**config.mk**
```make
export PLATFORM = sky130hd
export DESIGN_NAME = ymf_median
export DESIGN_NICKNAME = d
export VERILOG_FILES = /design/src/ymf_pkg.sv /design/src/ymf_median.sv
export SDC_FILE = /design/constraint.sdc
export NUM_CORES = 1
export LEC_CHECK = 0
export ABC_AREA = 1
export BUFFER_PORTS_ARGS = -buffer_cell sky130_fd_sc_hd__buf_2
export CORE_ASPECT_RATIO = 0.8
export CORE_MARGIN = 2
export CORE_UTILIZATION = 54
export CTS_BUF_LIST = sky130_fd_sc_hd__clkbuf_16
export DETAILED_ROUTE_END_ITERATION = 8
export MAX_ROUTING_LAYER = met4
export PLACE_DENSITY = 0.84
export SETUP_SLACK_MARGIN = 0.02
export SLEW_MARGIN = 0
export SYNTH_ARGS = -nofsm -noshare
export SYNTH_HDL_FRONTEND = slang
export SYNTH_SLANG_ARGS = --single-unit
```
**constraint.sdc**
```tcl
create_clock -name aclk -period 11.5 [get_ports aclk]
set_input_delay 2.875 -clock aclk [delete_from_list [all_inputs] [get_ports aclk]]
set_output_delay 2.875 -clock aclk [all_outputs]
set_load 0.03 [all_outputs]
```
**src/ymf_pkg.sv**
```systemverilog
// Shared types, constants and color conversion functions for the YCbCr median filter.
package ymf_pkg;

    localparam int unsigned PixW = 24;

    typedef logic [PixW-1:0] ycc_t;

    // flags that travel with a window shift into the output stage
    typedef struct packed {
        logic emit;
        logic top_out;
        logic bot_out;
        logic left_out;
        logic right_out;
        logic last;
    } pos_t;

    // forward conversion; all three sums are non-negative and below 2^24
    function automatic ycc_t to_ycc(input logic [7:0] r, input logic [7:0] g,
                                    input logic [7:0] b);
        logic [25:0] y;
        logic [25:0] cb;
        logic [25:0] cr;
        y  = 26'd19589 * r + 26'd38443 * g + 26'd7504 * b;
        cb = 26'd8388608 + 26'd32768 * b - 26'd11056 * r - 26'd21712 * g;
        cr = 26'd8388608 + 26'd32768 * r - 26'd27420 * g - 26'd5348 * b;
        return {y[23:16], cb[23:16], cr[23:16]};
    endfunction

    function automatic logic [7:0] max8(input logic [7:0] a, input logic [7:0] b);
        return (a > b) ? a : b;
    endfunction

    function automatic logic [7:0] min8(input logic [7:0] a, input logic [7:0] b);
        return (a < b) ? a : b;
    endfunction

    // Q.16 product truncated toward zero
    function automatic logic signed [9:0] trunc_q16(input logic signed [26:0] v);
        logic [26:0] mag;
        logic [26:0] sh;
        mag = v[26] ? 27'(-v) : 27'(v);
        sh  = mag >> 16;
        return v[26] ? 10'(-$signed({1'b0, sh[9:0]})) : $signed(sh[9:0]);
    endfunction

    function automatic logic [7:0] clamp8(input logic signed [11:0] v);
        if (v < 0) begin
            return 8'd0;
        end else if (v > 12'sd255) begin
            return 8'd255;
        end
        return v[7:0];
    endfunction

endpackage

```
**src/ymf_median.sv**
```systemverilog
// Median of nine 8-bit values through a fixed compare network, two register stages.
module ymf_median (
    input  logic        aclk,
    input  logic        en,
    input  logic [7:0]  v [9],
    output logic [7:0]  med
);
    logic [7:0] lo_reg [3];
    logic [7:0] mi_reg [3];
    logic [7:0] hi_reg [3];
    logic [7:0] lo_next [3];
    logic [7:0] mi_next [3];
    logic [7:0] hi_next [3];
    logic [7:0] a;
    logic [7:0] b;
    logic [7:0] c;
    logic [7:0] t;
    logic [7:0] med_next;
    logic [7:0] med_reg;

    // sort each triple
    always_comb begin
        for (int i = 0; i < 3; i++) begin
            t          = ymf_pkg::min8(v[3*i], v[3*i+1]);
            hi_next[i] = ymf_pkg::max8(ymf_pkg::max8(v[3*i], v[3*i+1]), v[3*i+2]);
            lo_next[i] = ymf_pkg::min8(t, v[3*i+2]);
            mi_next[i] = ymf_pkg::max8(t, ymf_pkg::min8(
                         ymf_pkg::max8(v[3*i], v[3*i+1]), v[3*i+2]));
        end
    end

    // median = med(max of lows, med of mids, min of highs)
    always_comb begin
        a        = ymf_pkg::max8(ymf_pkg::max8(lo_reg[0], lo_reg[1]), lo_reg[2]);
        c        = ymf_pkg::min8(ymf_pkg::min8(hi_reg[0], hi_reg[1]), hi_reg[2]);
        b        = ymf_pkg::max8(ymf_pkg::min8(mi_reg[0], mi_reg[1]),
                   ymf_pkg::min8(ymf_pkg::max8(mi_reg[0], mi_reg[1]), mi_reg[2]));
        med_next = ymf_pkg::max8(ymf_pkg::min8(a, b),
                   ymf_pkg::min8(ymf_pkg::max8(a, b), c));
    end

    always_ff @(posedge aclk) begin
        if (en) begin
            lo_reg  <= lo_next;
            mi_reg  <= mi_next;
            hi_reg  <= hi_next;
            med_reg <= med_next;
        end
    end

    assign med = med_reg;
endmodule

```
==> results of run 1 <==
final timing paths:
check,end,from,depth (start not counted),slack (ns)
min reg2reg,med[2],hi_reg[2],6,1.05
max reg2reg,med[5],mi_reg[21],45,1.97
min,med[2],hi_reg[2],6,1.05
max,med[5],mi_reg[21],45,1.97
cell type report:
type,count,area [um^2],area share
multi-input combinational,968,5810,0.583
sequential,80,2400,0.241
inverter,187,702,0.0704
timing repair buffer,85,438,0.0439
tap,220,275,0.0276
clock buffer,9,225,0.0226
clock inverter,6,115,0.0116
per-stage QoR:
stage               instances  hold slack (ns)
finish                   1555             1.05
global route             1555             1.09
CTS                      1555             1.01
detailed placement       1540            0.992
global placement         1540            0.965
floorplan                1262            0.776
worst max-delay path, delay by kind of cell (launching register included):
kind | cells | cell delay (ns)
buffers and inverters | 2 | 0.42
and+or+nand+nor | 24 | 2.62
DFF | 1 | 0.47
adders and majority gates | 6 | 1.92
AOI/OAI and AO/OA | 13 | 3.82
cells by family (layout without fill, tap and decap cells):
kind of cell               after synthesis  in the layout  share of synthesized area
and+or+nand+nor                        467            467                      0.217
AOI/OAI and AO/OA                      336            336                      0.198
buffers and inverters                  214            287                     0.0891
adders and majority gates              165            165                      0.229
DFF                                     80             80                      0.267
metal layers:
| metal | vias to the layer above | part of all wire | global-route usage |
|---|---|---|---|
| met2 | 365 | 0.44 | 0.421 |
| met3 | 42 | 0.075 | 0.0411 |
| met1 | 3942 | 0.46 | 0.381 |
| met4 | 0 | 0.024 | 0.0762 |
| li1 | 4411 | - | - |
| met5 | - | 0 | - |
synthesized netlist by cell type (all sizes together) (3+ instances only):
library cell and number:
o221ai 3, inv 187, nand3 43, nor2 59
nand2 352, nand4 6, o21a 4, o211ai 8
a21oi 89, ha 165, clkbuf 27, edfxtp 80
o21ai 212, a211oi 11, o31ai 4
==> results.md, run 1 <==
| Result | Value | Unit |
|---|---|---|
| Result of the run | completed | - |
| Number of buffers added by the clock tree synthesis step | 9 | - |
| Worst min-delay path category | reg -> reg | - |
| Die area | 17700 | um^2 |
| Slack of the critical path | 1.97 | ns |
| Cell taking the most area after synthesis | edfxtp_1 | - |
| Cell variety after synth | 31 | - |
| Clock tree from TritonCTS | built | - |
| CP max stage delay | 0.62 | ns |
| Most common library cell in the layout ignoring fill and taps | nand2_1 | - |
| Number of port buffers | 81 | - |
| CTS Root Cell | clkbuf_16 | - |
| Vias after detailed routing | 8760 | - |
| Rel. slew slack | 0.164 | - |
| Maximum number of pins on one net before global-route repair | 81 | - |
| Residual antenna-violating net count after detailed routing | 0 | - |
| Final layout net count | 1570 | - |
| Share of the synthesized area in the top cell type | 0.267 | - |
| Congestion Overflow GR | 0 | - |
| Final Hold Violating Endpoints | 0 | - |
| Achievable Freq | 105 | MHz |
| Average instance area after synthesis | 7.14 | um^2 |
| Largest driver fanout on the critical path | 18 | - |
| Setup TNS Final | 0 | ns |
| Initial antenna violation count | 0 | - |
| Data arrival, critical path | 9.62 | ns |
| Number of inserted filler cells in the final layout | 1440 | - |
| Net count of the mapped netlist | 1501 | - |
| Pre-CTS setup slack | 2.17 | ns |
| Placer Congestion | 1.01 | - |
| Top library cells by usage in the layout, fill and taps aside | nand2_1 (325), o21ai_0 (204), inv_1 (184) | - |
| Instance count of the mapped netlist | 1262 | - |
| Most common flop cell mapped by yosys | edfxtp_1 | - |
| Core ar. | 16400 | um^2 |
| Required time reported for the critical path endpoint | 11.60 | ns |
| Count of flip-flops with a built-in enable after synthesis | 80 | - |
| Utilization after layout | 0.606 | - |
| RSZ-0062 raised after global routing | no | - |
| DRC | 0 | - |
| Ant diodes | 0 | - |
| All-Layer GR Usage | 0.274 | - |
| Half-perimeter wire length of the detailed placement result | 18.7 | mm |
| Setup Fix Bufs, Post-CTS | 0 | - |
| Sequential share of the synthesized area | 0.267 | - |
| Effective utilization at floorplan | 0.548 | - |
| Cell type of the slowest stage on the worst timing path | o31ai_2 | - |
| Share of synthesized registers carrying an async set or reset | 0 | - |
| Cell seen most often among critical-path stages | nand2_1 | - |
| Num ports | 82 | - |
| Die Y-Extent | 120 | um |
| Placed inst area | 9620 | um^2 |
| Number of vias per cell after detailed routing | 5.63 | - |
| Number of global-route vias before repair | 8119 | - |
| Clk slew on worst S/H paths | 0.07 | ns |
| Flop and latch count out of synthesis | 80 | - |
| Cells taking the most area after synthesis | edfxtp_1 (27%), ha_1 (23%), nand2_1 (14%) | - |
| Worst Path Class, Setup | reg -> reg | - |
| Initial detailed-routing violation count | 760 | - |
| Slew at the pin closest to its max-slew limit | 1.25 | ns |
| Insertion delay of the later-clocked pin in the worst-skew pair | 0.34 | ns |
| Post-route clock skew | 0.0114 | ns |
| Final non-filler cell area | 9960 | um^2 |
| Final number of max-transition violations | 0 | - |
| Wire length of the first global-routing pass | 38.1 | mm |
| Width of the chip | 148 | um |
| Crit. End Element | register | - |
| # hold bufs at CTS | 0 | - |
| Layout Area Growth over Synthesis | 10.6 | % |
| Proportion of layout cells with a drive suffix above 1 | 0.102 | - |
| Finish-stage setup viols | 0 | - |
| Maximum buffer depth of the clock tree | 2 | - |
| Minimum clock period after layout | 9.53 | ns |
| Syn. warnings | 0 | - |
| Clock H-tree levels | 3 | - |
| Critical Path Start Type | register | - |
| Final period util | 0.828 | - |
| Number of clock sinks | 80 | - |
| Per-cell routed wire length | 14.9 | um |
| Drt pass-1 iters | 5 | - |
| Post-cts resize count | 0 | - |
| Combined area of all synthesized cells | 9010 | um^2 |
| Max-cap violation count | 0 | - |
| Cell Rows | 42 | - |
| Detailed-route wire length | 23.1 | mm |
Power of run 1 is not shown: default switching activity piles up to over one toggle a cycle in this logic, so the estimate is an artifact.
==> run 2: changes to the inputs <==
--- a/config.mk
+++ b/config.mk
@@ -13,7 +13,7 @@
 export CTS_BUF_LIST = sky130_fd_sc_hd__clkbuf_16
 export DETAILED_ROUTE_END_ITERATION = 8
 export MAX_ROUTING_LAYER = met4
-export PLACE_DENSITY = 0.84
+export PLACE_DENSITY = 0.87
 export SETUP_SLACK_MARGIN = 0.02
 export SLEW_MARGIN = 0
 export SYNTH_ARGS = -nofsm -noshare
==> constraint.sdc (replaced) <==
create_clock -name aclk -period 8 [get_ports aclk]
set_input_delay 2 -clock aclk [delete_from_list [all_inputs] [get_ports aclk]]
set_output_delay 2 -clock aclk [all_outputs]
set_load 0.03 [all_outputs]
==> run 2 against run 1 <==
Against the previous run:
- the flow now finishes with violations (setup timing)
- clock skew is 0.0051 ns lower
- critical path depth up 5
- core utilization is 6.3 points higher
- via count up 5.3%
- wire length rose by 10%
- sequential share of layout area fell by 2.3 points
- count of clock-buffer cells in the layout did not move
- die area did not move
- critical path type unchanged
- largest cell class unchanged
==> results.md, run 2 (synthesized netlist as in run 1, its figures left out) <==
| Result | Value | Unit |
|---|---|---|
| Cell depth of the worst flop-to-flop path | 50 | - |
| Tightest hold margin | 1.04 | ns |
| Slack of the critical path | -0.0895 | ns |
| Per-cell routed wire length | 15.7 | um |
| Critical register-to-register path startpoint | mi_reg[14] | - |
| Num ports | 82 | - |
| Worst min-delay path category | reg -> reg | - |
| CP max stage delay | 0.42 | ns |
| Max-cap violation count | 0 | - |
| Number of global-route vias before repair | 8133 | - |
| Clock H-tree levels | 3 | - |
| Worst hold endpoint | med[6] | - |
| Minimum clock period after layout | 8.09 | ns |
| Clock tree from TritonCTS | built | - |
| Final non-filler cell area | 11000 | um^2 |
| Die area | 17700 | um^2 |
| Cell type of the slowest stage on the worst timing path | edfxtp_1 | - |
| Initial antenna violation count | 0 | - |
| Half-perimeter wire length of the detailed placement result | 18.7 | mm |
| Proportion of layout cells with a drive suffix above 1 | 0.203 | - |
| Post-route clock skew | 0.00631 | ns |
| Cell Rows | 42 | - |
| Number of vias per cell after detailed routing | 5.69 | - |
| Start point of the worst hold path | hi_reg[6] | - |
| Ant diodes | 0 | - |
| # hold bufs at CTS | 0 | - |
| Core ar. | 16400 | um^2 |
| Residual antenna-violating net count after detailed routing | 0 | - |
| Die Y-Extent | 120 | um |
| Effective utilization at floorplan | 0.548 | - |
| Capture point of the worst reg-to-reg path | med[1] | - |
| Critical path's top delay family | simple AND/OR/NAND/NOR gates | - |
| Placer Congestion | 0.962 | - |
| Final Hold Violating Endpoints | 0 | - |
| Insertion delay of the later-clocked pin in the worst-skew pair | 0.35 | ns |
| Vias after detailed routing | 9227 | - |
| Worst Path Class, Setup | reg -> reg | - |
| CTS Root Cell | clkbuf_16 | - |
| Number of clock sinks | 80 | - |
| Violated checks | setup timing | - |
| Final layout net count | 1635 | - |
| Final period util | 1.01 | - |
| Wire length of the first global-routing pass | 37.8 | mm |
| Layout Area Growth over Synthesis | 22.1 | % |
| Maximum number of pins on one net before global-route repair | 81 | - |
| Critical path buffer and inverter count | 7 | - |
| Cell seen most often among critical-path stages | nand2_1 | - |
| Clk slew on worst S/H paths | 0.07 | ns |
| Number of buffers added by the clock tree synthesis step | 9 | - |
| Largest driver fanout on the critical path | 8 | - |
| Congestion Overflow GR | 0 | - |
| Drt pass-1 iters | 6 | - |
| Result of the run | finished with violations | - |
| DRC | 0 | - |
| Top library cells by usage in the layout, fill and taps aside | nand2_1 (301), o21ai_0 (183), inv_1 (181) | - |
| Crit. End Element | register | - |
| Detailed-route wire length | 25.5 | mm |
| Rel. slew slack | 0.274 | - |
| Achievable Freq | 124 | MHz |
| All-Layer GR Usage | 0.272 | - |
| Maximum buffer depth of the clock tree | 2 | - |
| Initial detailed-routing violation count | 872 | - |
| Most common library cell in the layout ignoring fill and taps | nand2_1 | - |
| Placed inst area | 9750 | um^2 |
| Width of the chip | 148 | um |
| Finish-stage setup viols | 8 | - |
| Slew at the pin closest to its max-slew limit | 1.09 | ns |
| Count of cells along the worst hold path | 6 | - |
| Number of port buffers | 81 | - |
| Critical Path Start Type | register | - |
| Data arrival, critical path | 8.19 | ns |
| Utilization after layout | 0.669 | - |
| Required time reported for the critical path endpoint | 8.10 | ns |
| Final number of max-transition violations | 0 | - |
| Worst-case register-to-register setup slack | -0.09 | ns |
-- run 2: worst min-delay path, stage by stage, from the launching register on --
cell and delay, ns:
edfxtp_1 0.32, inv_1 0.06, nand2_1 0.06, o21ai_0 0.21, nand2_2 0.17, nand3_2 0.06
nand2_1 0.06
-- run 2: timing repair --
item	CTS	global route
cloned	0	2
setup endpoints to repair	8	8
pin swaps	2	64
setup buffers	3	46
gates resized for setup	10	124
-- run 2: stage by stage --
step	setup TNS [ns]	std cells	worst slack, ns
6_report	-0.522	1621	-0.0895
5_1_grt	-2.82	1621	-0.372
4_1_cts	0	1573	0.0238
3_5_place_dp	-1.41	1554	-0.204
3_3_place_gp	0	1554	0.163
2_1_floorplan	0	1262	0.0909
-- run 2: how the worst max path moves through the flow --
stage | cells past startpoint | endpoint | slack, ns | startpoint
after detailed placement | 48 | med[1] | -0.20 | mi_reg[9]
final | 50 | med[1] | -0.09 | mi_reg[14]
after CTS | 49 | med[7] | 0.02 | mi_reg[11]
after global placement | 48 | med[6] | 0.16 | mi_reg[15]
after global routing | 50 | med[1] | -0.37 | mi_reg[14]
after floorplan | 49 | med[4] | 0.09 | mi_reg[15]
-- run 2: metal layers --
metal,up-vias,share of wire,global-route usage
met1,4182,0.43,0.355
met2,429,0.46,0.444
li1,4548,-,-
met4,0,0.025,0.0577
met3,68,0.080,0.0517
met5,-,0,-
-- run 2: area by class of cell --
cell class                      instances  area (um^2)
Clock buffer                            9          225
Inverter                              187          706
Tap cell                              220          275
Sequential cell                        80         2400
Clock inverter                          7          101
Timing Repair Buffer                  148          933
Multi-Input combinational cell        970         6360
Fill cell                            1249         5450
Power of run 2 is left out for the same reason.
==> run 3: changes to the inputs <==
--- a/config.mk
+++ b/config.mk
@@ -13,7 +13,7 @@
 export CTS_BUF_LIST = sky130_fd_sc_hd__clkbuf_16
 export DETAILED_ROUTE_END_ITERATION = 8
 export MAX_ROUTING_LAYER = met4
-export PLACE_DENSITY = 0.87
+export PLACE_DENSITY = 0.84
 export SETUP_SLACK_MARGIN = 0.02
 export SLEW_MARGIN = 0
 export SYNTH_ARGS = -nofsm -noshare
==> constraint.sdc (replaced) <==
create_clock -name aclk -period 10.1 [get_ports aclk]
set_input_delay 2.525 -clock aclk [delete_from_list [all_inputs] [get_ports aclk]]
set_output_delay 2.525 -clock aclk [all_outputs]
set_load 0.03 [all_outputs]
==> run 3 against run 2 <==
Against the previous run:
- the flow now finishes without violations
- final cell count down 4.1%
- worst hold slack worse by 0.039 ns
- count of clock-buffer cells in the layout unchanged
- non-clock buffer count down 64
- global-route usage up 0.61 points
- via count down 4.9%
- sequential share of layout area up 2.5 points
- flip-flop and latch count unchanged
- clock skew down 0.0023 ns
- maximum frequency down 10%
- first-iteration DRC count up 1.5%
- critical endpoint is now med[0]
- largest cell class unchanged
==> results.md, run 3 (synthesized netlist as in run 1, its figures left out) <==
| Result | Value | Unit |
|---|---|---|
| Largest driver fanout on the critical path | 18 | - |
| Worst-case register-to-register setup slack | 1.07 | ns |
| Congestion Overflow GR | 0 | - |
| Finish-stage setup viols | 0 | - |
| Half-perimeter wire length of the detailed placement result | 19.1 | mm |
| Initial antenna violation count | 0 | - |
| Worst setup path start | mi_reg[15] | - |
| Data arrival, critical path | 9.24 | ns |
| Most common library cell in the layout ignoring fill and taps | nand2_1 | - |
| Crit. End Element | register | - |
| Number of inserted filler cells in the final layout | 1440 | - |
| Clk slew on worst S/H paths | 0.06 | ns |
| Maximum number of pins on one net before global-route repair | 81 | - |
| Per-cell routed wire length | 15.1 | um |
| Wire length of the first global-routing pass | 38.5 | mm |
| # hold bufs at CTS | 0 | - |
| Cell seen most often among critical-path stages | nand2_1 | - |
| Required time reported for the critical path endpoint | 10.31 | ns |
| Achievable Freq | 111 | MHz |
| Result of the run | completed | - |
| Number of clock sinks | 80 | - |
| Die area | 17700 | um^2 |
| Residual antenna-violating net count after detailed routing | 0 | - |
| Layout Area Growth over Synthesis | 9.75 | % |
| Cell depth of the worst flop-to-flop path | 46 | - |
| Drt pass-1 iters | 5 | - |
| All-Layer GR Usage | 0.278 | - |
| Worst min-delay path category | reg -> reg | - |
| RSZ-0062 raised after global routing | no | - |
| CP max stage delay | 0.57 | ns |
| Critical register-to-register path startpoint | mi_reg[15] | - |
| Width of the chip | 148 | um |
| Final number of max-transition violations | 0 | - |
| Sequential cell area in the final layout | 2400 | um^2 |
| Num ports | 82 | - |
| Clock tree from TritonCTS | built | - |
| Post-route clock skew | 0.00400 | ns |
| Effective utilization at floorplan | 0.548 | - |
| Vias after detailed routing | 8773 | - |
| Logic depth of the worst setup path including buffers | 46 | - |
| Rel. slew slack | 0.195 | - |
| Top library cells by usage in the layout, fill and taps aside | nand2_1 (325), o21ai_0 (204), inv_1 (185) | - |
| Initial detailed-routing violation count | 885 | - |
| Cell type of the slowest stage on the worst timing path | a211oi_1 | - |
| Core ar. | 16400 | um^2 |
| Detailed-route wire length | 23.5 | mm |
| Number of port buffers | 81 | - |
| Final layout net count | 1569 | - |
| Critical path buffer and inverter count | 4 | - |
| CTS Root Cell | clkbuf_16 | - |
| Cell Rows | 42 | - |
| Worst Path Class, Setup | reg -> reg | - |
| Critical path's top delay family | compound AO/OA/AOI/OAI gates | - |
| Proportion of layout cells with a drive suffix above 1 | 0.0996 | - |
| Worst Setup EP | med[0] | - |
| Setup Fix Bufs, Post-CTS | 0 | - |
| Number of vias per cell after detailed routing | 5.64 | - |
| Number of global-route vias before repair | 7943 | - |
| Placer Congestion | 0.983 | - |
| Die Y-Extent | 120 | um |
| Ant diodes | 0 | - |
| Critical Path Start Type | register | - |
| Slew at the pin closest to its max-slew limit | 1.21 | ns |
| Number of buffers added by the clock tree synthesis step | 9 | - |
| Max-cap violation count | 0 | - |
| Maximum buffer depth of the clock tree | 2 | - |
| Insertion delay of the later-clocked pin in the worst-skew pair | 0.34 | ns |
| Final Hold Violating Endpoints | 0 | - |
| Setup TNS Final | 0 | ns |
| DRC | 0 | - |
| Capture point of the worst reg-to-reg path | med[0] | - |
| Final period util | 0.894 | - |
| Footprint of the multi-input gates | 5820 | um^2 |
| Clock H-tree levels | 3 | - |
| Minimum clock period after layout | 9.03 | ns |
## run 3: changes by cell type in the layout (fill, tap and decap cells not counted), moves of 5 or more
cell     change
a21oi_1      +6
a21oi_2      -5
buf_4       -59
ha_1        +14
ha_4        -11
nand2_1     +24
nand2_2     -16
nand2_4      -6
nand3_1      +7
nand3_2      -7
nor2_1       +7
o21ai_0     +21
o21ai_2     -11
o21ai_4      -6
## run 3: worst min-delay path, delay by kind of cell (launching register included)
family / cells / cell delay (ns)
compound gates: 1 / 0.16
buf+inv: 1 / 0.07
flops: 1 / 0.33
simple gates: 4 / 0.34
## run 3: layout make-up
type | instances | share of cell area
Inverter | 187 | 0.0710
Multi-Input combinational cell | 968 | 0.588
Sequential cell | 80 | 0.243
Clock buffer | 9 | 0.0228
Clock inverter | 7 | 0.00405
Timing Repair Buffer | 84 | 0.0435
Tap cell | 220 | 0.0278
## run 3: what timing repair did
action	CTS	global route
setup endpoints to repair	0	7
hold endpoints to repair	0	0
resized for setup	0	1
## run 3: metal layers
layer,part of all wire,track usage
met4,0.013,0.0625
met2,0.44,0.428
met3,0.081,0.0346
met1,0.47,0.395
met5,0,-
## run 3: how the worst min path moves through the flow
stage               endpoint      start  depth (start not counted)
CTS                   med[2]  hi_reg[2]                          6
finish                med[2]  hi_reg[2]                          6
global route          med[2]  hi_reg[2]                          6
global placement      med[2]  hi_reg[2]                          6
floorplan             med[0]  hi_reg[0]                          6
detailed placement    med[2]  hi_reg[2]                          6
## run 3: through the flow
step | util | instances | cell area, um^2 | setup WS (ns) | hold WS (ns)
after floorplan | - | 1262 | 9010 | 1.74 | 0.776
after global placement | 0.585 | 1539 | 9620 | 1.57 | 0.969
after detailed placement | 0.585 | 1539 | 9620 | 1.16 | 0.970
after CTS | 0.601 | 1555 | 9880 | 1.09 | 0.987
after global routing | 0.601 | 1555 | 9890 | 0.186 | 1.07
final | 0.601 | 1555 | 9890 | 1.07 | 1.00
Power of run 3 is left out for the same reason.
